==> src/rtl/region_track_association_unit_macros.svh <==
// Assertion macros for the region track association unit.
`ifndef REGION_TRACK_ASSOCIATION_UNIT_MACROS_SVH
`define REGION_TRACK_ASSOCIATION_UNIT_MACROS_SVH
`ifndef SYNTHESIS
// Same-cycle implication, held off during reset.
`define RTA_ASSERT_IMP(lbl, clk, rstn, ante, cons) \
    lbl: assert property (@(posedge clk) disable iff (!rstn) (ante) |-> (cons)) \
        else $error("rta: implication check failed");
// Next-cycle implication, held off during reset.
`define RTA_ASSERT_NXT(lbl, clk, rstn, ante, cons) \
    lbl: assert property (@(posedge clk) disable iff (!rstn) (ante) |=> (cons)) \
        else $error("rta: next-cycle check failed");
`else
`define RTA_ASSERT_IMP(lbl, clk, rstn, ante, cons)
`define RTA_ASSERT_NXT(lbl, clk, rstn, ante, cons)
`endif
`endif

==> src/rtl/rta_pkg.sv <==
// Types, constants and helper functions of the region track association unit.
`default_nettype none
package rta_pkg;

    localparam int COORD_BITS = 10;
    localparam int IDX_BITS   = 8;
    localparam int COL_BITS   = 8;
    localparam int DIST_BITS  = 10;
    localparam int SUM_BITS   = 32;
    localparam int CNT_BITS   = 24;
    localparam int QUO_BITS   = 8;
    localparam int STEP_BITS  = 4;
    localparam int CAND_BITS  = 2;
    localparam int Q_PTR_BITS = 1;
    localparam int Q_DEPTH    = 2;
    localparam int Q_CNT_BITS = 2;
    localparam int N_COL      = 3;

    localparam logic [STEP_BITS-1:0] DIV_FIRST = STEP_BITS'(QUO_BITS);
    localparam logic [DIST_BITS-1:0] DIST_ONES = '1;
    localparam logic [CAND_BITS-1:0] CAND_MAX  = '1;
    localparam logic [CNT_BITS-1:0]  CNT_MAX   = '1;
    localparam logic [COL_BITS-1:0]  MEAN_MAX  = '1;

    typedef logic [COORD_BITS-1:0] t_coord;
    typedef logic [COL_BITS-1:0]   t_colour;

    // One input word as it arrives on the port
    typedef struct packed {
        logic [IDX_BITS-1:0] region_index;
        t_coord              centre_x;
        t_coord              centre_y;
        t_coord              box_left;
        t_coord              box_right;
        t_coord              box_top;
        t_coord              box_bottom;
        t_colour             mean_red;
        t_colour             mean_green;
        t_colour             mean_blue;
        logic                frame_end;
        logic                frame_empty;
    } t_in_item;

    // One result word
    typedef struct packed {
        logic                found;
        logic [IDX_BITS-1:0] tracked_region;
        t_coord              out_centre_x;
        t_coord              out_centre_y;
        t_coord              out_left;
        t_coord              out_right;
        t_coord              out_top;
        t_coord              out_bottom;
    } t_out_item;

    // Word class set by the front end
    typedef enum logic [1:0] {
        K_REGION,
        K_REGION_END,
        K_END_EMPTY
    } t_kind;

    // Position of a region or of the track
    typedef struct packed {
        logic [IDX_BITS-1:0] index;
        t_coord              centre_x;
        t_coord              centre_y;
        t_coord              left;
        t_coord              right;
        t_coord              top;
        t_coord              bottom;
    } t_track;

    // Word held in the queue between front and back
    typedef struct packed {
        t_kind   kind;
        t_track  pos;
        t_colour red;
        t_colour green;
        t_colour blue;
    } t_q_word;

    typedef enum logic {
        BK_RUN,
        BK_DIV
    } t_back_state;

    typedef struct packed {
        logic busy;
    } t_back_status;

    function automatic t_colour absdiff(input t_colour a, input t_colour b);
        t_colour d;
        d = (a > b) ? (a - b) : (b - a);
        return d;
    endfunction

    // Colour sum with saturation at all ones
    function automatic logic [SUM_BITS-1:0] sat_add(input logic [SUM_BITS-1:0] s,
                                                    input t_colour c);
        logic [SUM_BITS:0] t;
        t = {1'b0, s} + {{(SUM_BITS+1-COL_BITS){1'b0}}, c};
        return t[SUM_BITS] ? {SUM_BITS{1'b1}} : t[SUM_BITS-1:0];
    endfunction

endpackage
`default_nettype wire

==> src/rtl/rta_in_if.sv <==
// Input channel of the region track association unit.
`default_nettype none
interface rta_in_if;
    logic                valid;
    logic                ready;
    rta_pkg::t_in_item   payload;

    modport source (output valid, output payload, input ready);
    modport sink   (input valid, input payload, output ready);
endinterface
`default_nettype wire

==> src/rtl/rta_out_if.sv <==
// Result channel of the region track association unit.
`default_nettype none
interface rta_out_if;
    logic                valid;
    logic                ready;
    rta_pkg::t_out_item  payload;

    modport source (output valid, output payload, input ready);
    modport sink   (input valid, input payload, output ready);
endinterface
`default_nettype wire

==> src/rtl/region_track_association_unit.sv <==
// An accepted word passes the front register and the queue to the back end; a frame result
// enters the result register as the frame-ending word is taken. Throughput: one word per
// cycle, held while a result waits at a frame end or a matched frame-end after the first
// match runs the mean divider (a clamp test, then one quotient bit per cycle per colour).
// Reset (i_rst_n low, synchronous) empties front register, queue and result register and
// clears track, colour sums, count and mean to zero.
`default_nettype none
`include "region_track_association_unit_macros.svh"
module region_track_association_unit (
    input  wire logic   i_clk,
    input  wire logic   i_rst_n,
    rta_in_if.sink      i_in,
    rta_out_if.source   o_out
);

    rta_pkg::t_q_word       f_word;
    logic                   f_valid;
    logic                   q_ready;
    rta_pkg::t_q_word       q_word;
    logic                   q_valid;
    logic                   b_pop;
    rta_pkg::t_back_status  b_status;
    logic                   w_end_pop;
    logic                   w_held_pop;

    rta_front u_front (
        .i_clk   (i_clk),
        .i_rst_n (i_rst_n),
        .i_in    (i_in),
        .o_word  (f_word),
        .o_valid (f_valid),
        .i_ready (q_ready)
    );

    rta_queue u_queue (
        .i_clk   (i_clk),
        .i_rst_n (i_rst_n),
        .i_word  (f_word),
        .i_push  (f_valid),
        .o_ready (q_ready),
        .o_word  (q_word),
        .o_valid (q_valid),
        .i_pop   (b_pop)
    );

    rta_back u_back (
        .i_clk        (i_clk),
        .i_rst_n      (i_rst_n),
        .i_word       (q_word),
        .i_word_valid (q_valid),
        .o_pop        (b_pop),
        .o_out        (o_out),
        .o_status     (b_status)
    );

    // Frame-ending pops, and pops while a result is held
    assign w_end_pop  = b_pop && (q_word.kind != rta_pkg::K_REGION);
    assign w_held_pop = b_pop && o_out.valid && !o_out.ready;

    // Checks
    `RTA_ASSERT_IMP(a_pop_needs_word, i_clk, i_rst_n, b_pop, q_valid)
    `RTA_ASSERT_IMP(a_no_pop_in_divide, i_clk, i_rst_n, b_status.busy, !b_pop)
    `RTA_ASSERT_IMP(a_no_end_over_held_result, i_clk, i_rst_n, w_held_pop, !w_end_pop)
    `RTA_ASSERT_NXT(a_end_gives_result, i_clk, i_rst_n, w_end_pop, o_out.valid)

endmodule
`default_nettype wire

==> src/rtl/rta_front.sv <==
// Front end: takes input words, classifies them and hands them to the queue.
`default_nettype none
module rta_front (
    input  wire logic            i_clk,
    input  wire logic            i_rst_n,
    rta_in_if.sink               i_in,
    output rta_pkg::t_q_word     o_word,
    output logic                 o_valid,
    input  wire logic            i_ready
);

    rta_pkg::t_q_word r_word;
    logic             r_valid;
    rta_pkg::t_q_word n_word;

    assign i_in.ready = !r_valid || i_ready;
    assign o_word     = r_word;
    assign o_valid    = r_valid;

    // Classify: an empty marker carries no region even with frame_end set
    always_comb begin
        n_word.pos.index    = i_in.payload.region_index;
        n_word.pos.centre_x = i_in.payload.centre_x;
        n_word.pos.centre_y = i_in.payload.centre_y;
        n_word.pos.left     = i_in.payload.box_left;
        n_word.pos.right    = i_in.payload.box_right;
        n_word.pos.top      = i_in.payload.box_top;
        n_word.pos.bottom   = i_in.payload.box_bottom;
        n_word.red          = i_in.payload.mean_red;
        n_word.green        = i_in.payload.mean_green;
        n_word.blue         = i_in.payload.mean_blue;
        priority if (i_in.payload.frame_empty) begin
            n_word.kind = rta_pkg::K_END_EMPTY;
        end else if (i_in.payload.frame_end) begin
            n_word.kind = rta_pkg::K_REGION_END;
        end else begin
            n_word.kind = rta_pkg::K_REGION;
        end
    end

    // Occupancy of the front register
    always_ff @(posedge i_clk) begin
        if (!i_rst_n) begin
            r_valid <= 1'b0;
        end else if (i_in.valid && i_in.ready) begin
            r_valid <= 1'b1;
        end else if (i_ready) begin
            r_valid <= 1'b0;
        end
    end

    // Word register
    always_ff @(posedge i_clk) begin
        if (i_in.valid && i_in.ready) begin
            r_word <= n_word;
        end
    end

endmodule
`default_nettype wire

==> src/rtl/rta_queue.sv <==
// Two-word queue between front end and back end.
`default_nettype none
module rta_queue (
    input  wire logic               i_clk,
    input  wire logic               i_rst_n,
    input  wire rta_pkg::t_q_word   i_word,
    input  wire logic               i_push,
    output logic                    o_ready,
    output rta_pkg::t_q_word        o_word,
    output logic                    o_valid,
    input  wire logic               i_pop
);

    rta_pkg::t_q_word                  r_mem [rta_pkg::Q_DEPTH];
    logic [rta_pkg::Q_PTR_BITS-1:0]    r_wp;
    logic [rta_pkg::Q_PTR_BITS-1:0]    r_rp;
    logic [rta_pkg::Q_CNT_BITS-1:0]    r_cnt;
    logic                              w_push;
    logic                              w_pop;

    assign o_ready = (r_cnt != rta_pkg::Q_CNT_BITS'(rta_pkg::Q_DEPTH));
    assign o_valid = (r_cnt != '0);
    assign o_word  = r_mem[r_rp];
    assign w_push  = i_push && o_ready;
    assign w_pop   = i_pop && o_valid;

    // Pointers and fill count
    always_ff @(posedge i_clk) begin
        if (!i_rst_n) begin
            r_wp  <= '0;
            r_rp  <= '0;
            r_cnt <= '0;
        end else begin
            if (w_push) begin
                r_wp <= r_wp + 1'b1;
            end
            if (w_pop) begin
                r_rp <= r_rp + 1'b1;
            end
            if (w_push && !w_pop) begin
                r_cnt <= r_cnt + 1'b1;
            end else if (w_pop && !w_push) begin
                r_cnt <= r_cnt - 1'b1;
            end
        end
    end

    // Storage
    always_ff @(posedge i_clk) begin
        if (w_push) begin
            r_mem[r_wp] <= i_word;
        end
    end

endmodule
`default_nettype wire

==> src/rtl/rta_back.sv <==
// Back end: candidate test, best-match selection, frame result and mean update.
`default_nettype none
module rta_back (
    input  wire logic               i_clk,
    input  wire logic               i_rst_n,
    input  wire rta_pkg::t_q_word   i_word,
    input  wire logic               i_word_valid,
    output logic                    o_pop,
    rta_out_if.source               o_out,
    output rta_pkg::t_back_status   o_status
);

    // Control and track state
    rta_pkg::t_back_state               r_state;
    rta_pkg::t_back_state               n_state;
    logic                               r_started;
    logic                               r_missed;
    rta_pkg::t_track                    r_trk;
    logic [rta_pkg::CAND_BITS-1:0]      r_cand_cnt;
    logic [rta_pkg::DIST_BITS-1:0]      r_best_dist;
    logic [rta_pkg::SUM_BITS-1:0]       r_sum  [rta_pkg::N_COL];
    logic [rta_pkg::CNT_BITS-1:0]       r_frames;
    rta_pkg::t_colour                   r_mean [rta_pkg::N_COL];
    logic [rta_pkg::STEP_BITS-1:0]      r_step;
    logic                               r_out_valid;

    // Payload registers
    rta_pkg::t_track                    r_best;
    rta_pkg::t_colour                   r_best_col [rta_pkg::N_COL];
    rta_pkg::t_out_item                 r_out;
    logic [rta_pkg::SUM_BITS-1:0]       r_rem  [rta_pkg::N_COL];
    logic [rta_pkg::SUM_BITS-1:0]       r_div;
    rta_pkg::t_colour                   r_quo  [rta_pkg::N_COL];
    logic                               r_sat  [rta_pkg::N_COL];

    // Combinational
    rta_pkg::t_colour                   w_col [rta_pkg::N_COL];
    logic                               w_is_region;
    logic                               w_is_end;
    logic                               w_inside;
    logic                               w_overlap;
    logic [rta_pkg::DIST_BITS-1:0]      w_dist;
    logic                               w_cand;
    logic                               w_take;
    logic [rta_pkg::CAND_BITS-1:0]      w_cnt_after;
    logic                               w_found;
    rta_pkg::t_track                    w_bst;
    rta_pkg::t_colour                   w_bcol [rta_pkg::N_COL];
    logic [rta_pkg::SUM_BITS-1:0]       w_new_sum [rta_pkg::N_COL];
    logic [rta_pkg::CNT_BITS-1:0]       w_new_frames;
    rta_pkg::t_out_item                 w_result;
    logic                               w_out_free;
    logic                               w_ge [rta_pkg::N_COL];
    logic                               w_start_div;

    assign w_col[0] = i_word.red;
    assign w_col[1] = i_word.green;
    assign w_col[2] = i_word.blue;

    assign w_is_region = (i_word.kind != rta_pkg::K_END_EMPTY);
    assign w_is_end    = (i_word.kind != rta_pkg::K_REGION);
    assign w_out_free  = !r_out_valid || o_out.ready;

    // Candidate tests against the tracked box, comparisons taken as given
    assign w_inside  = (i_word.pos.centre_x >= r_trk.left) && (i_word.pos.centre_x <= r_trk.right)
                    && (i_word.pos.centre_y >= r_trk.top) && (i_word.pos.centre_y <= r_trk.bottom);
    assign w_overlap = (i_word.pos.right >= r_trk.left) && (i_word.pos.left <= r_trk.right)
                    && (i_word.pos.bottom >= r_trk.top) && (i_word.pos.top <= r_trk.bottom);

    // L1 colour distance to the running mean
    assign w_dist = rta_pkg::DIST_BITS'(rta_pkg::absdiff(r_mean[0], w_col[0]))
                  + rta_pkg::DIST_BITS'(rta_pkg::absdiff(r_mean[1], w_col[1]))
                  + rta_pkg::DIST_BITS'(rta_pkg::absdiff(r_mean[2], w_col[2]));

    // Before the first match only region 0 is taken, first one only
    always_comb begin
        if (r_started) begin
            w_cand = w_is_region && (w_inside || (r_missed && w_overlap));
            w_take = w_cand && (w_dist < r_best_dist);
        end else begin
            w_cand = w_is_region && (i_word.pos.index == '0) && (r_cand_cnt == '0);
            w_take = w_cand;
        end
        if (!w_cand) begin
            w_cnt_after = r_cand_cnt;
        end else if (!r_started) begin
            w_cnt_after = rta_pkg::CAND_BITS'(1);
        end else if (r_cand_cnt == rta_pkg::CAND_MAX) begin
            w_cnt_after = r_cand_cnt;
        end else begin
            w_cnt_after = r_cand_cnt + 1'b1;
        end
        w_found = (w_cnt_after != '0);
    end

    // Best match including this word
    always_comb begin
        w_bst = w_take ? i_word.pos : r_best;
        for (int k = 0; k < rta_pkg::N_COL; k++) begin
            w_bcol[k]    = w_take ? w_col[k] : r_best_col[k];
            w_new_sum[k] = rta_pkg::sat_add(r_sum[k], w_bcol[k]);
        end
        w_new_frames = (r_frames == rta_pkg::CNT_MAX) ? r_frames : (r_frames + 1'b1);
    end

    // Frame result: the match, or the last track when lost
    always_comb begin
        w_result.found          = w_found;
        w_result.tracked_region = w_found ? w_bst.index    : r_trk.index;
        w_result.out_centre_x   = w_found ? w_bst.centre_x : r_trk.centre_x;
        w_result.out_centre_y   = w_found ? w_bst.centre_y : r_trk.centre_y;
        w_result.out_left       = w_found ? w_bst.left     : r_trk.left;
        w_result.out_right      = w_found ? w_bst.right    : r_trk.right;
        w_result.out_top        = w_found ? w_bst.top      : r_trk.top;
        w_result.out_bottom     = w_found ? w_bst.bottom   : r_trk.bottom;
    end

    // Restoring divide trial per channel
    always_comb begin
        for (int k = 0; k < rta_pkg::N_COL; k++) begin
            w_ge[k] = (r_rem[k] >= r_div);
        end
    end

    // Outputs of the sequencer
    always_comb begin
        unique case (r_state)
            rta_pkg::BK_RUN: begin
                o_pop         = i_word_valid && (!w_is_end || w_out_free);
                o_status.busy = 1'b0;
            end
            rta_pkg::BK_DIV: begin
                o_pop         = 1'b0;
                o_status.busy = 1'b1;
            end
            default: begin
                o_pop         = 1'b0;
                o_status.busy = 1'b0;
            end
        endcase
    end

    assign w_start_div = o_pop && w_is_end && w_found && r_started;

    // Next state
    always_comb begin
        n_state = r_state;
        unique case (r_state)
            rta_pkg::BK_RUN: begin
                if (w_start_div) begin
                    n_state = rta_pkg::BK_DIV;
                end
            end
            rta_pkg::BK_DIV: begin
                if (r_step == '0) begin
                    n_state = rta_pkg::BK_RUN;
                end
            end
            default: begin
                n_state = rta_pkg::BK_RUN;
            end
        endcase
    end

    assign o_out.valid   = r_out_valid;
    assign o_out.payload = r_out;

    // Control and track state
    always_ff @(posedge i_clk) begin
        if (!i_rst_n) begin
            r_state     <= rta_pkg::BK_RUN;
            r_started   <= 1'b0;
            r_missed    <= 1'b0;
            r_trk       <= '0;
            r_cand_cnt  <= '0;
            r_best_dist <= rta_pkg::DIST_ONES;
            r_frames    <= '0;
            r_step      <= '0;
            r_out_valid <= 1'b0;
            for (int k = 0; k < rta_pkg::N_COL; k++) begin
                r_sum[k]  <= '0;
                r_mean[k] <= '0;
            end
        end else begin
            r_state <= n_state;
            if (o_out.ready) begin
                r_out_valid <= 1'b0;
            end
            if (o_pop) begin
                if (w_is_end) begin
                    r_out_valid <= 1'b1;
                    r_cand_cnt  <= '0;
                    r_best_dist <= rta_pkg::DIST_ONES;
                    if (w_found) begin
                        r_trk     <= w_bst;
                        r_missed  <= 1'b0;
                        r_started <= 1'b1;
                        if (r_started) begin
                            r_frames <= w_new_frames;
                            r_step   <= rta_pkg::DIV_FIRST;
                            for (int k = 0; k < rta_pkg::N_COL; k++) begin
                                r_sum[k] <= w_new_sum[k];
                            end
                        end
                    end else if (r_started) begin
                        r_missed <= 1'b1;
                    end
                end else begin
                    r_cand_cnt <= w_cnt_after;
                    if (w_take) begin
                        r_best_dist <= r_started ? w_dist : '0;
                    end
                end
            end
            // Mean written when the last quotient bit is known
            if (r_state == rta_pkg::BK_DIV) begin
                r_step <= r_step - 1'b1;
                if (r_step == '0) begin
                    for (int k = 0; k < rta_pkg::N_COL; k++) begin
                        r_mean[k] <= r_sat[k] ? rta_pkg::MEAN_MAX
                                              : {r_quo[k][rta_pkg::QUO_BITS-2:0], w_ge[k]};
                    end
                end
            end
        end
    end

    // Best match, result word and divider datapath
    always_ff @(posedge i_clk) begin
        if (o_pop && w_take && !w_is_end) begin
            r_best <= i_word.pos;
            for (int k = 0; k < rta_pkg::N_COL; k++) begin
                r_best_col[k] <= w_col[k];
            end
        end
        if (o_pop && w_is_end) begin
            r_out <= w_result;
        end
        if (w_start_div) begin
            r_div <= {w_new_frames, {(rta_pkg::SUM_BITS-rta_pkg::CNT_BITS){1'b0}}};
            for (int k = 0; k < rta_pkg::N_COL; k++) begin
                r_rem[k] <= w_new_sum[k];
            end
        end else if (r_state == rta_pkg::BK_DIV) begin
            r_div <= r_div >> 1;
            for (int k = 0; k < rta_pkg::N_COL; k++) begin
                if (r_step == rta_pkg::DIV_FIRST) begin
                    // sum at or above count * 256: mean clamps
                    r_sat[k] <= w_ge[k];
                end else begin
                    if (w_ge[k]) begin
                        r_rem[k] <= r_rem[k] - r_div;
                    end
                    r_quo[k] <= {r_quo[k][rta_pkg::QUO_BITS-2:0], w_ge[k]};
                end
            end
        end
    end

endmodule
`default_nettype wire

==> src/flat_wrapper.sv <==
// flat-port wrapper written by rule: the top's interface ports become plain ports
module region_track_association_unit_flat 
  (i_clk, i_rst_n, i_in_valid, i_in_payload, i_in_ready, o_out_valid, o_out_payload, o_out_ready);
  rta_in_if i_in_i ();
  rta_out_if o_out_i ();
  input  wire logic i_clk;
  input  wire logic i_rst_n;
  input wire logic [$bits(i_in_i.valid)-1:0] i_in_valid;
  input wire logic [$bits(i_in_i.payload)-1:0] i_in_payload;
  output wire logic [$bits(i_in_i.ready)-1:0] i_in_ready;
  output wire logic [$bits(o_out_i.valid)-1:0] o_out_valid;
  output wire logic [$bits(o_out_i.payload)-1:0] o_out_payload;
  input wire logic [$bits(o_out_i.ready)-1:0] o_out_ready;
  assign i_in_i.valid = i_in_valid;
  assign i_in_i.payload = i_in_payload;
  assign i_in_ready = i_in_i.ready;
  assign o_out_valid = o_out_i.valid;
  assign o_out_payload = o_out_i.payload;
  assign o_out_i.ready = o_out_ready;
  region_track_association_unit u_core (.i_clk(i_clk), .i_rst_n(i_rst_n), .i_in(i_in_i), .o_out(o_out_i));
endmodule
==> config.mk <==
export PLATFORM = sky130hd
export DESIGN_NAME = region_track_association_unit_flat
export DESIGN_NICKNAME = d
export VERILOG_FILES = /design/src/rtl/rta_pkg.sv /design/src/rtl/rta_in_if.sv /design/src/rtl/rta_out_if.sv /design/src/rtl/region_track_association_unit.sv /design/src/rtl/rta_front.sv /design/src/rtl/rta_queue.sv /design/src/rtl/rta_back.sv /design/src/flat_wrapper.sv
export VERILOG_INCLUDE_DIRS = /design/src /design/src/rtl
export SDC_FILE = /design/constraint.sdc
export NUM_CORES = 2
export LEC_CHECK = 0
export BUFFER_PORTS_ARGS = -buffer_cell sky130_fd_sc_hd__buf_2
export CAP_MARGIN = 10
export CORE_MARGIN = 2
export CORE_UTILIZATION = 43
export CTS_CLUSTER_DIAMETER = 80
export DETAILED_ROUTE_END_ITERATION = 10
export PLACE_DENSITY = 0.62
export SETUP_SLACK_MARGIN = 0.4
export SLEW_MARGIN = 0
export SYNTH_ARGS = -nofsm -noshare
export SYNTH_HDL_FRONTEND = slang
export SYNTH_SLANG_ARGS = --single-unit
==> constraint.sdc <==
create_clock -name i_clk -period 10.76 [get_ports i_clk]
set_input_delay 1.076 -clock i_clk [delete_from_list [all_inputs] [get_ports i_clk]]
set_output_delay 1.076 -clock i_clk [all_outputs]
set_load 0.02 [all_outputs]
==> flow_summary.json <==
{
  "fin_hold_ws_ps": 435,
  "yosys.area.top_type": "edfxtp_1",
  "wl_per_cell_um": 20.0,
  "holdBufCountCts": 0,
  "core_sq_um": 98300,
  "slew_headroom_pct": 23.4,
  "crit_slowest_cell": "dfxtp_4",
  "vias_per_cell": 5.45,
  "clkLatencyLatePin_ps": 680,
  "ys.flop_type": "edfxtp_1",
  "syn_to_final_growth_pct": 12.5,
  "fp.dieArea_sq_um": 102000,
  "async_flop_share_pct": 0,
  "cts_inserted_buffers": 90,
  "hp-class": "register to register",
  "cp-end-kind": "register",
  "synth_common_cells": "edfxtp_1, nor2_1, ha_1",
  "yosysSeqAreaShare_pct": 55.7,
  "num_io_pins": 169,
  "grt_setup_unrepaired": "false",
  "crit_type": "register to register",
  "die_w_um": 319,
  "synth_edf_count": 707,
  "first_pass_iters": 6,
  "cts_tree": "done",
  "crit_arrival_ps": 10140,
  "die_h_um": 319,
  "vias": 28300,
  "cts_root_buf": "clkbuf_16",
  "yosys_warnings": 0,
  "grt.total_usage_pct": 20.0,
  "htreeDepth": 3,
  "placed_cell_area_sq_um": 44800,
  "synthCells": 3672,
  "final_nets": 4218,
  "synth_area_leaders": "edfxtp_1, ha_1, dfxtp_1",
  "io_buffer_count": 168,
  "worst_slew_pin_slew_ps": 1150,
  "syn_area_per_cell_sq_um": 11.6,
  "dpl.hpwl_um": 71600,
  "grt_max_degree": 83,
  "ant_nets": 0,
  "drc": 0,
  "slew_viol_final": 0,
  "worstPathRequired_ps": 11250,
  "n_fill_cell": 8753,
  "finalHoldViolCount": 0,
  "antenna_found_initial": 2,
  "synth_cell_types": 86,
  "synth_top_cell_area_share_pct": 49.8,
  "drt-initial-drc-count": 2255,
  "final_area_sq_um": 48000,
  "status": "complete, no violations",
  "place_congestion": 0.889,
  "min-delay-start": "u_core.u_front.o_word[49]",
  "synth.most_common_cell": "edfxtp_1",
  "grt_overflow": 0,
  "drv_cap": 0,
  "fin_cells": 5197,
  "skew_ps": 44.1,
  "cts.sink_count": 833,
  "wirelength_um": 104000,
  "fmax_mhz": 104,
  "slowest_delay_ps": 600,
  "utilization_pct": 48.8,
  "setup_viol": 0,
  "start_util_pct": 43.4,
  "clk_pin_slew_ps": 60,
  "powerDensity_nw_per_um2": 193,
  "fp-row-count": 115,
  "ys_ff_latch": 833,
  "dp_cells": 5024,
  "drive_above_1_share_pct": 11.7,
  "cts_max_path_buffers": 3,
  "synth_fp_nets": 4057,
  "ir_worst_vdd_mv": 0.174,
  "finalCriticalPeriod_ps": 9650,
  "fin_crit_sh_pct": 89.7,
  "netlist_area_sq_um": 42600,
  "num_antenna_cells": 0,
  "cp-start-kind": "register",
  "grt_pass1_vias": 27700,
  "grt_pass1_wl_um": 159000,
  "leakage_nw": 18.0,
  "tns_ps": 0,
  "crit_fanout": 18
}
## metal layers
metal | GRT usage, % | wire (um)
met2 | 32.7 | 48800
met5 | 0 | 7
met3 | 3.23 | 5300
met4 | 7.25 | 3430
met1 | 26.8 | 46300
## registers in the layout, summed over array words and instances, names as in the netlist, 2 cells and up, named ones only
register / count
u_core.u_back.o_out.payload: 69
u_core.u_back.r_best: 68
u_core.u_back.r_best_col: 24
u_core.u_back.r_best_dist: 10
u_core.u_back.r_cand_cnt: 2
u_core.u_back.r_div: 32
u_core.u_back.r_frames: 24
u_core.u_back.r_mean: 24
u_core.u_back.r_quo: 21
u_core.u_back.r_rem: 96
u_core.u_back.r_sat: 3
u_core.u_back.r_step: 4
u_core.u_back.r_sum: 96
u_core.u_back.r_trk: 68
u_core.u_front.o_word: 94
u_core.u_queue.r_cnt: 2
u_core.u_queue.r_mem: 188
## report_power, final
group	internal (mW)	total, mW	switching (mW)
combinational	0.831	2.14	1.31
clock	1.89	3.23	1.34
sequential	3.78	3.90	0.114
total	6.51	9.26	2.76
## layout by cell type (no fill, tap or decap), types with 22 or more instances in the layout
cell type / count
edfxtp_1: 707
ha_1: 266
a21oi_1: 251
and3_1: 43
inv_1: 232
a21o_1: 69
clkbuf_16: 91
nand3_1: 61
o21bai_1: 22
a211oi_1: 28
xor2_1: 85
nand4_1: 47
o21ai_0: 161
buf_2: 168
mux2_2: 76
o2bb2ai_1: 62
nor2_1: 381
mux2i_1: 141
nor2b_1: 34
buf_4: 33
o21a_1: 33
nand2b_1: 39
a31oi_1: 27
o21ai_1: 40
nor3_1: 22
xnor2_1: 128
dfxtp_1: 124
nand2_1: 226
## worst paths after layout
| path | end | slack, ps | cells after the start |
|---|---|---|---|
| setup / recovery | u_core.u_back.r_rem[0][33] | 1110 | 41 |
| hold / removal | u_core.u_queue.r_mem[1][49] | 430 | 0 |
| setup reg to reg | u_core.u_back.r_rem[0][33] | 1110 | 41 |
| hold reg to reg | u_core.u_queue.r_mem[1][49] | 430 | 0 |
## through the flow
stage | setup WS (ps) | total power [mW]
after floorplan | 562 | 5.45
after global routing | 401 | 9.69
after global placement | 682 | 6.05
after CTS | 546 | 9.33
after detailed placement | 444 | 6.08
final | 1110 | 9.26
## repair_timing
| action | CTS | global route |
|---|---|---|
| gates resized for setup | 0 | 8 |
| cloned | 0 | 2 |
| endpoints found under the setup margin | 2 | 190 |
| buffers inserted | 1 | 1 |
| pin swaps | 0 | 1 |
## worst max-delay path, delay by kind of cell (launching register included)
family,cells,cell delay [ps]
AOI/OAI and AO/OA,20,4230
adders and majority gates,7,2270
and+or+nand+nor,7,1520
DFF,1,600
xor gates and xnor gates,2,360
buffers and inverters,4,270
muxes,1,200
## final cells by class
cell class                      instances  area [sq um]  area share (%)
Multi-Input combinational cell       2472         17500            36.5
Tap cell                             1287          1610            3.36
Inverter                              233           875            1.82
Clock inverter                         58           698            1.46
Timing Repair Buffer                  203          1130            2.35
Clock buffer                          111          2370            4.95
Sequential cell                       833         23800            49.5
## logic make-up (layout without fill, tap and decap cells)
logic type      Yosys count  after routing  synth area share [%]
simple gates            929            929                  9.97
fa+ha+maj               287            287                  8.79
xor+xnor                213            213                  4.37
compound gates          824            826                  12.3
mux                     217            217                  5.32
buf+inv                 369            605                  3.53
flops                   833            833                  55.7
Note: power is estimated with default switching activity, not from simulation.
